## config.mk

```make
export PLATFORM = sky130hd
export DESIGN_NAME = fmds_cordic_cell
export DESIGN_NICKNAME = d
export VERILOG_FILES = /design/src/rtl/fmds_pkg.sv /design/src/rtl/fmds_cordic_cell.sv
export SDC_FILE = /design/constraint.sdc
export NUM_CORES = 1
export LEC_CHECK = 0
export ABC_AREA = 1
export BUFFER_PORTS_ARGS = -buffer_cell sky130_fd_sc_hd__buf_2
export CORE_UTILIZATION = 45
export DETAILED_ROUTE_END_ITERATION = 10
export HOLD_SLACK_MARGIN = 0.15
export PLACE_DENSITY_LB_ADDON = 0.2
export SLEW_MARGIN = 10
export SYNTH_ARGS = -nofsm -noshare
export SYNTH_HDL_FRONTEND = slang
export SYNTH_SLANG_ARGS = --single-unit
```

## constraint.sdc

```tcl
create_clock -name clock -period 3.1 [get_ports clock]
set_input_delay 0.155 -clock clock [delete_from_list [all_inputs] [get_ports clock]]
set_output_delay 0.155 -clock clock [all_outputs]
set_load 0.01 [all_outputs]
```

## src/rtl/fmds_pkg.sv

```systemverilog
`timescale 1ns / 1ps
// ============================================================================
// fmds_pkg: shared constants, types and functions
// Widths, the CORDIC angle table and the types that pass between the
// discriminator front end, the CORDIC cells and the slicer.
// ============================================================================
package fmds_pkg;

   localparam int SAMPLE_WIDTH_DEF  = 16;
   localparam int SUM_WIDTH_DEF     = 24;
   localparam int CORDIC_STAGES_DEF = 14;
   localparam int ANGLE_WIDTH       = 16;
   localparam int SPS_WIDTH         = 6;
   localparam logic [SPS_WIDTH-1:0] SPS_RESET = 6'd2;
   localparam logic [ANGLE_WIDTH-1:0] QUARTER_TURN = 16'd16384;

   typedef logic signed [ANGLE_WIDTH-1:0] angle_type;

   // Side information that travels with a sample through the CORDIC row.
   typedef struct packed {
      logic has_phase;
      logic last;
   } tag_type;

   // Rounded atan(2^-k) with pi scaled to 32768.
   function automatic angle_type atan_entry(input int k);
      angle_type v;
      v = '0;
      case (k)
         0:  v = 16'sd8192;
         1:  v = 16'sd4836;
         2:  v = 16'sd2555;
         3:  v = 16'sd1297;
         4:  v = 16'sd651;
         5:  v = 16'sd326;
         6:  v = 16'sd163;
         7:  v = 16'sd81;
         8:  v = 16'sd41;
         9:  v = 16'sd20;
         10: v = 16'sd10;
         11: v = 16'sd5;
         12: v = 16'sd3;
         13: v = 16'sd1;
         14: v = 16'sd1;
         default: v = '0;
      endcase
      return v;
   endfunction

endpackage

```

## src/rtl/fmds_cordic_cell.sv

```systemverilog
`timescale 1ns / 1ps
// ============================================================================
// fmds_cordic_cell: one CORDIC vectoring micro-rotation
// Rotates the vector toward the real axis by atan(2^-STAGE) and accumulates
// the angle; registered, advancing when the row advances.
// ============================================================================
module fmds_cordic_cell #(
   parameter int VEC_WIDTH = 34,
   parameter int STAGE     = 0
) (
   input  logic                              clock,
   input  logic                              advance,
   input  logic signed [VEC_WIDTH-1:0]       x_from,
   input  logic signed [VEC_WIDTH-1:0]       y_from,
   input  fmds_pkg::angle_type               z_from,
   output logic signed [VEC_WIDTH-1:0]       x_out,
   output logic signed [VEC_WIDTH-1:0]       y_out,
   output fmds_pkg::angle_type               z_out
);

   logic signed [VEC_WIDTH-1:0] x_ff, y_ff, x_in, y_in;
   fmds_pkg::angle_type         z_ff, z_in;

   // Micro-rotation: direction follows the sign of y.
   always_comb begin
      if (!y_from[VEC_WIDTH-1]) begin
         x_in = x_from + (y_from >>> STAGE);
         y_in = y_from - (x_from >>> STAGE);
         z_in = z_from + fmds_pkg::atan_entry(STAGE);
      end else begin
         x_in = x_from - (y_from >>> STAGE);
         y_in = y_from + (x_from >>> STAGE);
         z_in = z_from - fmds_pkg::atan_entry(STAGE);
      end
   end

   always_ff @(posedge clock) begin
      if (advance) begin
         x_ff <= x_in;
         y_ff <= y_in;
         z_ff <= z_in;
      end
   end

   assign x_out = x_ff;
   assign y_out = y_ff;
   assign z_out = z_ff;

endmodule

```

# ---- Word-level counts from Yosys, hierarchy flattened
# Cells that the tools add are included.
dict set report classes {
  addsub 5
  n_mux 3
}
# operator count
set ops {}
lappend ops {{2-to-1 mux 34 bit} 2}
lappend ops {{subtractor 34 bit} 2}
lappend ops {{adder 34 bit} 1}
lappend ops {{adder 16 x 15 -> 16 bit (second input constant)} 1}
lappend ops {{2-to-1 mux 16 bit} 1}
lappend ops {{subtractor 16 x 15 -> 16 bit (second input constant)} 1}
dict set report word_totals {
  out_inout_bits 84
  regBits 84
}

# ---- Depth between registers and ports, before layout
dict set report logic_depth {
  ltp_word 2
  ltp_mapped 18
  mapped_depth_nobuf 17
}

# ---- Least setup slack after synthesis
# No wires, ideal clock.
dict set report synth_timing {
  kind {input -> register}
  from {in x_from[0]}
  to {reg x_ff[32], in the netlist x_out[32] (data pin)}
  required_time_ns 2.847
  n_path_buf 0
  setup_slack_ns 1.238
  cell_stages 13
  t_arrival_ns 1.609
  path_cell_list {inv_1 > ha_1 > fa_1 > o21ai_1 > nand2_1 > nand2_1 > nand2_1 > nand2_1 > nand2_1 > nand2_1 > nand2_1 > nand3_1 > nand2_1}
}
dict set report synth_via {
  elab_chain_len 2
  word_cells_on_any_way 3
  classes_between {2 x add/sub; 1 x mux}
}
# item line
set synth_rtl {}
lappend synth_rtl {{from (decl)} fmds_cordic_cell.sv:13} ;# input logic signed [VEC_WIDTH-1:0] x_from,
lappend synth_rtl {{adder 34 bit or subtractor 34 bit (tied branches)} {fmds_cordic_cell.sv:27, fmds_cordic_cell.sv:31}}
lappend synth_rtl {{2-to-1 mux 34 bit *} fmds_cordic_cell.sv:26} ;# if (!y_from[VEC_WIDTH-1]) begin
lappend synth_rtl {{net x_in[32]} fmds_cordic_cell.sv:21} ;# logic signed [VEC_WIDTH-1:0] x_ff, y_ff, x_in, y_in;
lappend synth_rtl {{to (signal assigned)} fmds_cordic_cell.sv:39} ;# x_ff <= x_in;
lappend synth_rtl {{to (decl)} fmds_cordic_cell.sv:21}
# Mark *: on every way through the listed nets, which the timed path passes. The rest lies on a longest branch.
# A chain may end at the register's enable or synchronous reset.

# ---- Worst setup path in the final report
dict set report layout_timing {
  from {in x_from[11]}
  to {reg y_ff[21], in the netlist y_out[21] (data pin)}
}
dict set report layout_via {
  elab_chain_len 2
  word_cells_on_any_way 3
  classes_between {2 x add/sub; 1 x mux}
}
# item line
set layout_rtl {}
lappend layout_rtl {{subtractor 34 bit or adder 34 bit (tied branches)} {fmds_cordic_cell.sv:28, fmds_cordic_cell.sv:32}}
lappend layout_rtl {{2-to-1 mux 34 bit *} fmds_cordic_cell.sv:26}
lappend layout_rtl {{net y_in[21]} fmds_cordic_cell.sv:21}
lappend layout_rtl {{to (signal assigned)} fmds_cordic_cell.sv:40} ;# y_ff <= y_in;
lappend layout_rtl {{to (decl)} fmds_cordic_cell.sv:21}
# Marked as above.

==> qor.yml <==
status: "finished, final reports clean"
period_share_pct: 74.2
cts_tree: "done"
grt_max_degree: 70
worstPathRequired_ps: 3190
worst_pin_slew_ps: 793
layout-drive-gt1-share_pct: 14.7
antenna_found_initial: 0
cp-end-kind: "flip-flop"
cts_buffers: 9
grt_pass1_vias: 9496
die_x_um: 150
netlist_area_um2: 9870
postCtsSetupRepairBufs: 0
vias: 10300
routedWlPerCell_um: 17.8
cap_violations: 0
port_buffers: 169
die-area_um2: 22500
powerDensity_nw_per_um2: 393
first_pass_iters: 6
track_usage_pct: 30.5
area_delta_synth_final_pct: 13.5
dpl.hpwl_mm: 28.1
synth_edf_count: 83
cts_sinks: 83
syn-instance-count: 1486
gp_congestion: 1.00
synth_top_family_by_area: "simple AND/OR/NAND/NOR gates"
min_period_ps: 2300
fp.dieH_um: 150
synth.net_count: 1675
crit_fanout: 8
ys_warn_count: 0
std_cell_rows: 53
fmax_mhz: 434
clock_tree.root_cell: "clkbuf_16"
ios: 170
ys.flop_type: "edfxtp_1"
async_flop_share_pct: 0
dp.cells: 1890
synth_xor_area_share_pct: 2.48
vias_per_cell: 5.37
nNetsFinal: 1829
multi_input_area_um2: 6240
netlist-cell-type-count: 45
critical_path_class: "primary input to flip-flop"
synth_simple_gate_area_share_pct: 31.5
htreeDepth: 3
hold_end: "x_out[0]$_DFFE_PP_"
rsz0062_at_grt: "false"
fillers: 2197
clk_pin_slew_worst_paths_ps: 70
grt_pass1_wl_mm: 51.5
finalHoldViolCount: 0
routed_wl_mm: 34.1
maxSlewHeadroom_pct: 47.2
drv_slew: 0
synth_compound_area_share_pct: 15.8
peakVddDrop_v: 0.000233
arrival_ps: 2390
seqCellArea_um2: 2490
ys_ff_latch: 83
core_area_um2: 21300
final_cells: 1920
synthAdderAreaFrac_pct: 13.4
hold_path_depth: 3
start_util_pct: 46.4
place_ws_ps: 516
setup.worst_path.start_class: "primary input"
ys_seq_area_share_pct: 25.3
setup_viol: 0
timing.setup.tns_ps: 0
grt.overflow.total: 0
clock_path_buffers: 2
min_from: "y_from[0]"
power.leakage_uw: 0.00575
setup_slack_ps: 798
hold_path_class: "primary input to flip-flop"
drt_iter0_markers: 971
num_antenna_cells: 0
drc: 0
syn_area_per_cell_um2: 6.64
muxShareOfSynthArea_pct: 0.101
ant_nets: 0
==> cells in the mapped netlist (all sizes together) (2+ instances only) <==
| master | number | share of area [%] |
|---|---|---|
| nand2 | 411 | 16 |
| inv | 211 | 8.0 |
| nor2 | 145 | 5.8 |
| nand3 | 139 | 7.1 |
| a21oi | 137 | 7.3 |
| ha | 99 | 13 |
| o21ai | 91 | 4.8 |
| edfxtp | 83 | 25 |
| buf | 42 | 3.2 |
| xor2 | 27 | 2.4 |
| a21o | 19 | 1.4 |
| nor3 | 15 | 0.86 |
| o21bai | 11 | 0.91 |
| nand4 | 10 | 0.63 |
| o211ai | 6 | 0.46 |
| or2 | 6 | 0.38 |
| nor4 | 5 | 0.53 |
| o31ai | 5 | 0.38 |
| fa | 4 | 0.81 |
| o22ai | 4 | 0.25 |
| and2 | 3 | 0.19 |
| clkbuf | 3 | 0.11 |
| o21a | 3 | 0.23 |
| a31oi | 2 | 0.13 |
| clkinv | 2 | 0.076 |
==> state kept, by name, indices dropped and copies added, names as in the netlist <==
register  cells
y_out        33
x_out        34
z_out        16
==> power breakdown <==
part	internal, µW	total [µW]	switching, µW
clock network	548	1070	519
registers	1430	1460	34.6
logic	607	1880	1270
==> cells in the final DEF, fill, tap and decap left out, drive strengths merged, types with 27 or more instances in the layout <==
cell type / count
a21oi: 137
inv: 214
o21ai: 91
buf: 174
edfxtp: 83
ha: 99
nor2: 145
xor2: 27
nand2: 411
nand3: 139
==> critical path, stage by stage <==
cell	delay, ps
buf_2	110
inv_1	50
ha_1	530
nand2_1	210
o21ai_0	510
a21oi_1	90
o21ai_1	300
nand2_1	140
nand2_1	90
nand2_1	50
nand3_1	60
nand2_1	100
==> cell type report <==
| cell class | instances | share of cell area, % |
|---|---|---|
| multi-input cells | 1145 | 55.8 |
| flip-flops and latches | 83 | 22.3 |
| repair buffers | 188 | 9.27 |
| inverters | 213 | 7.16 |
| well taps | 275 | 3.07 |
| clock buffers | 9 | 2.01 |
| clock inverters | 7 | 0.469 |
==> metrics by stage <==
| stage | hold slack [ps] | util [%] | total power (µW) | area (µm²) |
|---|---|---|---|---|
| after floorplan | 254 | - | 2700 | 9870 |
| after global placement | 331 | 50.6 | 3310 | 10800 |
| after detailed placement | 333 | 50.6 | 3310 | 10800 |
| after CTS | 208 | 52.6 | 4390 | 11200 |
| after global routing | 217 | 52.6 | 4660 | 11200 |
| final | 214 | 52.6 | 4410 | 11200 |
==> per-layer routing <==
layer / track usage, % / wire, µm / part of all wire [%]
met5: 0 / 0 / 0
met4: 8.28 / 673 / 2.0
met3: 3.61 / 2400 / 7.0
met2: 48.4 / 15000 / 44
met1: 43.7 / 16000 / 47
==> what timing repair did <==
action | in CTS | in global routing
hold endpoints to repair | 14 | 0
resized for setup | 0 | 0
hold buffers | 14 | 0
==> worst max path at each step <==
stage | depth (start not counted) | start | end | slack [ps]
after floorplan | 13 | x_from[0] | x_out[32]$_DFFE_PP_ | 1240
after global placement | 14 | x_from[4] | y_out[22]$_DFFE_PP_ | 530
after detailed placement | 14 | x_from[3] | x_out[32]$_DFFE_PP_ | 520
after CTS | 14 | x_from[3] | x_out[32]$_DFFE_PP_ | 880
after global routing | 14 | x_from[3] | x_out[32]$_DFFE_PP_ | 640
final | 12 | x_from[11] | y_out[21]$_DFFE_PP_ | 800
==> kinds of logic after synthesis <==
kind of cell / after synthesis
buffers and inverters: 258
DFF: 83
AOI/OAI and AO/OA: 278
muxes: 1
and+or+nand+nor: 735
xor gates and xnor gates: 28
adders and majority gates: 103
Power figures use the tool's default switching activity.
