==> config.mk <==
export PLATFORM = sky130hd
export DESIGN_NAME = fmds_slicer_flat
export DESIGN_NICKNAME = d
export VERILOG_FILES = /design/src/rtl/fmds_pkg.sv /design/src/rtl/fmds_if.sv /design/src/rtl/fmds_slicer.sv /design/src/flat_wrapper.sv
export SDC_FILE = /design/constraint.sdc
export NUM_CORES = 1
export LEC_CHECK = 0
export BUFFER_PORTS_ARGS = -buffer_cell sky130_fd_sc_hd__buf_2
export CAP_MARGIN = 20
export CORE_MARGIN = 2
export CORE_UTILIZATION = 35
export DETAILED_ROUTE_END_ITERATION = 10
export GPL_TIMING_DRIVEN = 1
export PLACE_DENSITY = 0.56
export SYNTH_ARGS = -nofsm -noshare
export SYNTH_HDL_FRONTEND = slang
export SYNTH_SLANG_ARGS = --single-unit
==> constraint.sdc <==
create_clock -name clock -period 7.7 [get_ports clock]
set_input_delay 0.77 -clock clock [delete_from_list [all_inputs] [get_ports clock]]
set_output_delay 0.77 -clock clock [all_outputs]
set_load 0.005 [all_outputs]
==> src/rtl/fmds_pkg.sv <==
`timescale 1ns / 1ps
// ============================================================================
// fmds_pkg: shared constants, types and functions
// Widths, the CORDIC angle table and the types that pass between the
// discriminator front end, the CORDIC cells and the slicer.
// ============================================================================
package fmds_pkg;

   localparam int SAMPLE_WIDTH_DEF  = 16;
   localparam int SUM_WIDTH_DEF     = 24;
   localparam int CORDIC_STAGES_DEF = 14;
   localparam int ANGLE_WIDTH       = 16;
   localparam int SPS_WIDTH         = 6;
   localparam logic [SPS_WIDTH-1:0] SPS_RESET = 6'd2;
   localparam logic [ANGLE_WIDTH-1:0] QUARTER_TURN = 16'd16384;

   typedef logic signed [ANGLE_WIDTH-1:0] angle_type;

   // Side information that travels with a sample through the CORDIC row.
   typedef struct packed {
      logic has_phase;
      logic last;
   } tag_type;

   // Rounded atan(2^-k) with pi scaled to 32768.
   function automatic angle_type atan_entry(input int k);
      angle_type v;
      v = '0;
      case (k)
         0:  v = 16'sd8192;
         1:  v = 16'sd4836;
         2:  v = 16'sd2555;
         3:  v = 16'sd1297;
         4:  v = 16'sd651;
         5:  v = 16'sd326;
         6:  v = 16'sd163;
         7:  v = 16'sd81;
         8:  v = 16'sd41;
         9:  v = 16'sd20;
         10: v = 16'sd10;
         11: v = 16'sd5;
         12: v = 16'sd3;
         13: v = 16'sd1;
         14: v = 16'sd1;
         default: v = '0;
      endcase
      return v;
   endfunction

endpackage

==> src/rtl/fmds_if.sv <==


interface fmds_rsp_if #(parameter int SUM_WIDTH = fmds_pkg::SUM_WIDTH_DEF);
   logic                        valid;
   logic                        ready;
   logic                        bit_res;
   logic signed [SUM_WIDTH-1:0] soft_sum;
   logic                        last_of_run;
   logic                        end_of_burst;
   modport source (output valid, bit_res, soft_sum, last_of_run, end_of_burst,
                   input ready);
   modport sink   (input valid, bit_res, soft_sum, last_of_run, end_of_burst,
                   output ready);
endinterface

==> src/rtl/fmds_slicer.sv <==
`timescale 1ns / 1ps
// ============================================================================
// fmds_slicer: run splitting, group integration and hold stage
// Takes one phase per request and produces up to three results, which are
// sent out one per cycle while rsp.ready is high, from a small result buffer.
// ============================================================================
module fmds_slicer #(
   parameter int SUM_WIDTH = fmds_pkg::SUM_WIDTH_DEF
) (
   input  logic                              clock,
   input  logic                              reset,
   input  logic [fmds_pkg::SPS_WIDTH-1:0]    sps_cfg,
   input  logic                              in_valid,
   input  fmds_pkg::angle_type               in_phase,
   input  fmds_pkg::tag_type                 in_tag,
   output logic                              in_ready,
   fmds_rsp_if.source                        rsp
);

   localparam int SW = SUM_WIDTH;
   localparam int CW = fmds_pkg::SPS_WIDTH;
   localparam logic signed [SW:0] SAT_HI = (SW+1)'((64'sd1 <<< (SW-1)) - 1);
   localparam logic signed [SW:0] SAT_LO = -SAT_HI - (SW+1)'(1);

   function automatic logic signed [SW-1:0] sat_add(
      input logic signed [SW-1:0] a, input logic signed [SW-1:0] b);
      logic signed [SW:0] s;
      s = {a[SW-1], a} + {b[SW-1], b};
      if (s > SAT_HI) return SAT_HI[SW-1:0];
      if (s < SAT_LO) return SAT_LO[SW-1:0];
      return s[SW-1:0];
   endfunction

   // State registers.
   fmds_pkg::angle_type     prev_phase_ff, prev_phase_in;
   logic                    phase_valid_ff, phase_valid_in;
   logic signed [SW-1:0]    group_sum_ff, group_sum_in;
   logic [CW-1:0]           group_count_ff, group_count_in;
   logic signed [SW-1:0]    held_sum_ff, held_sum_in;
   logic                    held_valid_ff, held_valid_in;

   // Result buffer: up to three results of one request, sent in order.
   logic signed [SW-1:0] rb_sum_ff [3], rb_sum_in [3];
   logic [2:0]           rb_eob_ff, rb_eob_in;
   logic [1:0]           rb_cnt_ff, rb_cnt_in, rb_pos_ff, rb_pos_in;

   logic [CW-1:0]        sps;
   logic                 take, rb_empty, rb_done;
   logic signed [SW-1:0] pext;

   assign sps      = (sps_cfg == '0) ? CW'(1) : sps_cfg;
   assign rb_empty = (rb_cnt_ff == 2'd0);
   assign rb_done  = rsp.valid && rsp.ready && (rb_pos_ff + 2'd1 == rb_cnt_ff);
   assign in_ready = rb_empty || rb_done;
   assign take     = in_valid && in_ready;
   assign pext     = SW'(in_phase);

   // Per-request integration and emission.
   always_comb begin
      logic signed [SW-1:0] gs, hs;
      logic [CW-1:0]        gc;
      logic                 hv;
      logic [1:0]           n;
      gs = group_sum_ff; gc = group_count_ff;
      hs = held_sum_ff;  hv = held_valid_ff;
      n  = '0;
      for (int j = 0; j < 3; j++) rb_sum_in[j] = rb_sum_ff[j];
      rb_eob_in = rb_eob_ff;
      prev_phase_in  = prev_phase_ff;
      phase_valid_in = phase_valid_ff;
      rb_cnt_in = rb_cnt_ff;
      rb_pos_in = rb_pos_ff;
      if (rsp.valid && rsp.ready) begin
         if (rb_done) begin
            rb_cnt_in = '0;
            rb_pos_in = '0;
         end else begin
            rb_pos_in = rb_pos_ff + 2'd1;
         end
      end
      if (take) begin
         rb_eob_in = '0;
         if (in_tag.has_phase) begin
            if (phase_valid_ff &&
                ((!in_phase[15] && in_phase != '0 && (prev_phase_ff[15] ||
                  prev_phase_ff == '0)) ||
                 (in_phase[15] && !prev_phase_ff[15]))) begin
               if (gc == CW'(1) && hv) begin
                  hs = sat_add(hs, gs);
               end else begin
                  if (hv) begin
                     rb_sum_in[n] = hs;
                     n = n + 2'd1;
                  end
                  hs = gs;
                  hv = 1'b1;
               end
               gs = '0; gc = '0;
            end
            if (gc >= sps) begin
               if (hv) begin
                  rb_sum_in[n] = hs;
                  n = n + 2'd1;
               end
               hs = gs; hv = 1'b1;
               gs = '0; gc = '0;
            end
            gs = sat_add(gs, pext);
            gc = gc + CW'(1);
            prev_phase_in  = in_phase;
            phase_valid_in = 1'b1;
         end
         if (in_tag.last) begin
            if (hv) begin
               rb_sum_in[n] = hs;
               n = n + 2'd1;
            end
            if (gc != '0) begin
               rb_sum_in[n] = gs;
               n = n + 2'd1;
            end
            if (n != '0) rb_eob_in[n-2'd1] = 1'b1;
            gs = '0; gc = '0; hs = '0; hv = 1'b0;
            prev_phase_in = '0; phase_valid_in = 1'b0;
         end
         rb_cnt_in = n;
         rb_pos_in = '0;
      end
      group_sum_in = gs; group_count_in = gc;
      held_sum_in  = hs; held_valid_in  = hv;
   end

   always_ff @(posedge clock) begin
      if (reset) begin
         prev_phase_ff  <= '0;
         phase_valid_ff <= 1'b0;
         group_sum_ff   <= '0;
         group_count_ff <= '0;
         held_sum_ff    <= '0;
         held_valid_ff  <= 1'b0;
         rb_cnt_ff      <= '0;
         rb_pos_ff      <= '0;
         rb_eob_ff      <= '0;
      end else begin
         prev_phase_ff  <= prev_phase_in;
         phase_valid_ff <= phase_valid_in;
         group_sum_ff   <= group_sum_in;
         group_count_ff <= group_count_in;
         held_sum_ff    <= held_sum_in;
         held_valid_ff  <= held_valid_in;
         rb_cnt_ff      <= rb_cnt_in;
         rb_pos_ff      <= rb_pos_in;
         rb_eob_ff      <= rb_eob_in;
      end
   end

   always_ff @(posedge clock) begin
      for (int j = 0; j < 3; j++) rb_sum_ff[j] <= rb_sum_in[j];
   end

   // Output selection from the buffer.
   assign rsp.valid        = !rb_empty;
   assign rsp.soft_sum     = rb_sum_ff[rb_pos_ff];
   assign rsp.bit_res      = !rb_sum_ff[rb_pos_ff][SW-1];
   assign rsp.last_of_run  = (rb_pos_ff + 2'd1 == rb_cnt_ff);
   assign rsp.end_of_burst = rb_eob_ff[rb_pos_ff];

endmodule

==> src/flat_wrapper.sv <==
// flat-port wrapper written by rule: the top's interface ports become plain ports
module fmds_slicer_flat 
#(
   parameter int SUM_WIDTH = fmds_pkg::SUM_WIDTH_DEF
)
  (clock, reset, sps_cfg, in_valid, in_phase, in_tag, in_ready, rsp_valid, rsp_bit_res, rsp_soft_sum, rsp_last_of_run, rsp_end_of_burst, rsp_ready);
  fmds_rsp_if #(.SUM_WIDTH(SUM_WIDTH)) rsp_i ();
  input  logic clock;
  input  logic reset;
  input  logic [fmds_pkg::SPS_WIDTH-1:0] sps_cfg;
  input  logic in_valid;
  input  fmds_pkg::angle_type in_phase;
  input  fmds_pkg::tag_type in_tag;
  output logic in_ready;
  output wire logic [$bits(rsp_i.valid)-1:0] rsp_valid;
  output wire logic [$bits(rsp_i.bit_res)-1:0] rsp_bit_res;
  output wire logic [$bits(rsp_i.soft_sum)-1:0] rsp_soft_sum;
  output wire logic [$bits(rsp_i.last_of_run)-1:0] rsp_last_of_run;
  output wire logic [$bits(rsp_i.end_of_burst)-1:0] rsp_end_of_burst;
  input wire logic [$bits(rsp_i.ready)-1:0] rsp_ready;
  assign rsp_valid = rsp_i.valid;
  assign rsp_bit_res = rsp_i.bit_res;
  assign rsp_soft_sum = rsp_i.soft_sum;
  assign rsp_last_of_run = rsp_i.last_of_run;
  assign rsp_end_of_burst = rsp_i.end_of_burst;
  assign rsp_i.ready = rsp_ready;
  fmds_slicer #(.SUM_WIDTH(SUM_WIDTH)) u_core (.clock(clock), .reset(reset), .sps_cfg(sps_cfg), .in_valid(in_valid), .in_phase(in_phase), .in_tag(in_tag), .in_ready(in_ready), .rsp(rsp_i));
endmodule
# == Word level (Yosys, flattened, before mapping) ==
# Memory sizes are Yosys's and may differ from the RTL's. A register that Yosys moved wholly into a read port is not among the register bits.
# Cells that the tools add are included.
# Widths: inputs -> output; s select.
# classes
eq_ne,2
order_cmp,14
muxes,115
n_bitwise,3
addsub,8
n_reduce_logical,31
# ops
cell,n
$mux 24,31
$mux 72,10
$bwmux 72,3
$demux 24 s2,3
$mux 6,10
$gt 25x24->1 const B,2
$lt 25x24->1 const B,2
$mux 2,21
$mux 16,2
$mux 1,31
$add 24x16->25,1
$add 24x24->25,1
$logic_not 16->1,1
$reduce_bool 16->1,1
$logic_and 1x1->1,12
$ge 3x3->1 const B,3
$lt 3x1->1 const B,3
$not 2->3,3
$add 2x1->2 const B,4
$reduce_bool 2->1,4
$add 6x1->6 const B,1
$eq 6x1->1 const B,1
$ge 6x6->1,1
$logic_not 6->1,1
13 further kinds,21
# word_totals
n_memories,1
regBits,79
ram_bits,72
word_cells,183
output_inout_bits,29
# mem_list
name,depth,width,read_ports,rd_ports_with_merged_regs,wr,line_no,rtl
u_core.rb_sum_ff,3,24,4,1,3,fmds_slicer.sv:43,"logic signed [SW-1:0] rb_sum_ff [3], rb_sum_in [3];"

# == Longest topological paths before layout ==
# depth
depth_word,32
mapped_depth,28
depth_no_buf,22

# == Least setup slack after synthesis ==
# No wires, ideal clock.
# synth_timing
path_kind,in2reg
startpoint,input in_phase[10]
endpoint,memory u_core.rb_sum_ff[1][19] (netlist name) (data pin)
stages,27
setup_slack_ns,1.115
t_arrival_ns,6.396
path_buffers,5
cell_sequence,nor4_1 > nand4_1 > nand4_2 > clkbuf_1 > clkbuf_1 > clkbuf_1 > and2_1 > ha_1 > o21ai_0 > o21bai_1 > a31oi_1 > clkbuf_1 > and3_1 > ha_1 > inv_1 > fa_1 > nand2b_1 > a211o_1 > a211oi_2 > o31ai_4 > o221ai_2 > o31a_1 > buf_2 > nand2_1 > a211oi_1 > a21oi_1 > a222oi_1
# synth_lines
element,line_no,rtl
from (decl),flat_wrapper.sv:12,input fmds_pkg::angle_type in_phase;
to (decl),fmds_slicer.sv:43,

==> reports/metrics.csv <==
stage;metric;value;unit
final_layout;instances_no_fill;1966;
worst_setup_path;crit_chain;nor4_1 -> a41o_1 -> nand4_2 -> and2_1 -> ha_1 -> nor4_1 -> o21ai_1 -> a31oi_2 -> buf_4 -> and3_1 -> ha_1 -> a21o_1 -> a21o_1 -> a31o_2 -> o31ai_4 -> o221ai_2 -> o31a_1 -> buf_4 -> o21ai_0 -> a2bb2oi_1 -> a221oi_1;
cts;h-tree-depth;4;
floorplanning;die_h;192;µm
final_layout;fillers;3624;
worst_setup_path;required;7.86;ns
cts;cts_buffer_depth;2;
routing;drc;0;
cts;cts_inserted_buffers;17;
global_routing;grt_start_max_net_pins;59;
worst_setup_path;cpPeakStageDelay;0.61;ns
cts;cts.sinks;153;
logic_synthesis;ys_seq_elements;153;
final_layout;antenna_cells;0;
logic_synthesis;synth-edff-count;72;
final_layout;nets;1590;
floorplanning;coreArea;34700;µm²
cts;cts_hold_buf;0;
logic_synthesis;synth_area;12400;µm²
placed_design;placed_area;13100;µm²
sta;finalSetupViolCount;0;
worst_setup_path;crit_fanout;32;
placed_design;dp_cells;1934;
worst_setup_path;critPathCaptureType;flop;
sta;post-route-min-period;6.76;ns
sta;hold_viol_final;0;
routing;ant_nets;0;
global_routing;grt_pass1_wl;76400;µm
pwr;power_density;176;nW/µm²
routing;via_per_inst;6.54;
logic_synthesis;synth_top_area_share;0.174;
floorplanning;start_util;0.358;
logic_synthesis;synth_seq_area_share;0.305;
sta;max_freq;148;MHz
routing;wl_per_cell;26.1;µm
final_layout;syn2layout_area_growth;9.86;%
sta;max-slew-margin-rel;0.231;
global_routing;antenna_found_initial;1;
cts;post_cts_resized;0;
hold_path;min_path_cells;2;
cts;post_cts_buffers;0;
logic_synthesis;synthCells;1501;
sta;fin_tns_setup;0;ns
logic_synthesis;ys_async_sr_fraction;0;
floorplanning;chipWidth;192;µm
pwr;p_leak;5.06;nW
sta;fin_crit_sh;0.878;
placed_design;hpwl;36400;µm
placed_design;place_congestion;0.960;
placed_design;portBuffers;56;
routing;dr.pass1.iters;7;
floorplanning;die_area;37000;µm²
final_layout;regArea;3780;µm²
worst_setup_path;crit_arrival;6.92;ns
global_routing;grt_pass1_vias;12100;
sta;fin_skew;0.0177;ns
cts;clk_pin_slew;0.06;ns
routing;vias;12900;
pwr;ir_drop;161;µV
logic_synthesis;synth.avg_cell_area;8.27;µm²
final_layout;drive_gt1_frac;0.113;
final_layout;final_util;0.393;
logic_synthesis;yosysMostFrequentCell;nand2_1;
logic_synthesis;synth_nets;1593;
worst_setup_path;path_class;flop to flop;
run_status;run_status;complete, no violations;
sta;whs;0.464;ns
cts;cts_tree;yes;
logic_synthesis;ys_top_cells_by_area;edfxtp_1 (17%), dfxtp_1 (13%), ha_1 (6.2%);
worst_setup_path;r2r_cells;21;
logic_synthesis;yosys_warnings;0;
global_routing;grt_usage;0.276;
hold_path;hold_class;flop to flop;
routing;drt-initial-drc-count;1575;
sta;drv_slew;0;
logic_synthesis;synthTopCellsByCount;nand2_1 (155), o21ai_0 (143), nor2_1 (128);
logic_synthesis;yosys.area.top_type;edfxtp_1;
flow_run;drv_cap;0;
floorplanning;num_rows;68;
cts;ctsRootBufferMaster;clkbuf_16;
cts;clock_latency;0.45;ns
sta;worst_pin_slew;1.15;ns
final_layout;finalInstanceArea;13600;µm²
sta;rsz0062_at_grt;no;
floorplanning;io_pins;57;
logic_synthesis;synthFlopType;dfxtp_1;
worst_setup_path;slowest_stage;a2bb2oi_1;
logic_synthesis;ys_types;97;
final_layout;multiInputGateArea;8090;µm²
worst_setup_path;critPathLaunchType;flop;
routing;routed_wl;51300;µm
global_routing;grt_overflow_total;0;
registers in the layout (all words and copies together), names as in the netlist, 2 cells and up, named ones only:
register	count
u_core.prev_phase_ff	16
u_core.held_sum_ff	24
u_core.rb_sum_ff	72
u_core.group_sum_ff	24
u_core.rb_cnt_ff	2
u_core.rb_eob_ff	3
u_core.group_count_ff	6
u_core.rb_pos_ff	2
logic make-up after synthesis:
kind of cell	after synthesis	synth area share
flops	153	0.305
compound gates	613	0.349
xor+xnor	40	0.0282
simple gates	449	0.168
mux	39	0.0326
fa+ha+maj	69	0.0699
buf+inv	138	0.0471
cell type report:
type | count | area share
flip-flops and latches | 153 | 0.277
clock inverters | 9 | 0.00908
multi-input cells | 1210 | 0.593
clock buffers | 23 | 0.0336
well taps | 455 | 0.0417
repair buffers | 86 | 0.0371
inverters | 30 | 0.00825
final timing paths:
check	from	end	slack, ns
max	u_core.prev_phase_ff[6]$_SDFFE_PP0P_	u_core.rb_sum_ff[0][10]$_DFFE_PP_	0.94
max reg2reg	u_core.prev_phase_ff[6]$_SDFFE_PP0P_	u_core.rb_sum_ff[0][10]$_DFFE_PP_	0.94
min	u_core.rb_eob_ff[1]$_SDFFE_PP0P_	u_core.rb_eob_ff[1]$_SDFFE_PP0P_	0.46
min reg2reg	u_core.rb_eob_ff[1]$_SDFFE_PP0P_	u_core.rb_eob_ff[1]$_SDFFE_PP0P_	0.46
through the flow:
stage / worst slack, ns / total power [W]
6_report: 0.941 / 0.00240
5_1_grt: 0.595 / 0.00247
4_1_cts: 1.03 / 0.00239
3_5_place_dp: 0.900 / 0.00152
3_3_place_gp: 0.964 / 0.00151
2_1_floorplan: 1.11 / 0.00132
critical path, delay by kind of cell, from the launching register on:
kind	cells	cell delay, ns
simple gates	5	1.49
compound gates	12	3.51
fa+ha+maj	2	0.46
flops	1	0.31
buf+inv	2	0.68
cell usage in the layout, fill, tap and decap left out, types with 33 or more instances in the layout:
master / n
o21ai_0: 143
dfxtp_1: 81
o22ai_1: 35
and3_1: 33
ha_1: 62
mux2i_1: 36
buf_2: 56
nor2_1: 126
edfxtp_1: 72
a21oi_1: 99
nand2_1: 155
routing by layer:
layer  vias to the layer above  share of wire  global-route usage
met5                         -              0                   0
met4                         0          0.051               0.131
met3                       147          0.094              0.0526
met2                       735           0.43               0.428
met1                      6176           0.42               0.369
li1                       5793              -                   -
power breakdown:
group          internal [W]  leakage [nW]  switching [W]
logic              0.000194          3.43       0.000361
registers          0.000918          1.35      0.0000438
clock network      0.000517         0.281       0.000365
No activity file was read; power rests on OpenSTA's default activity.
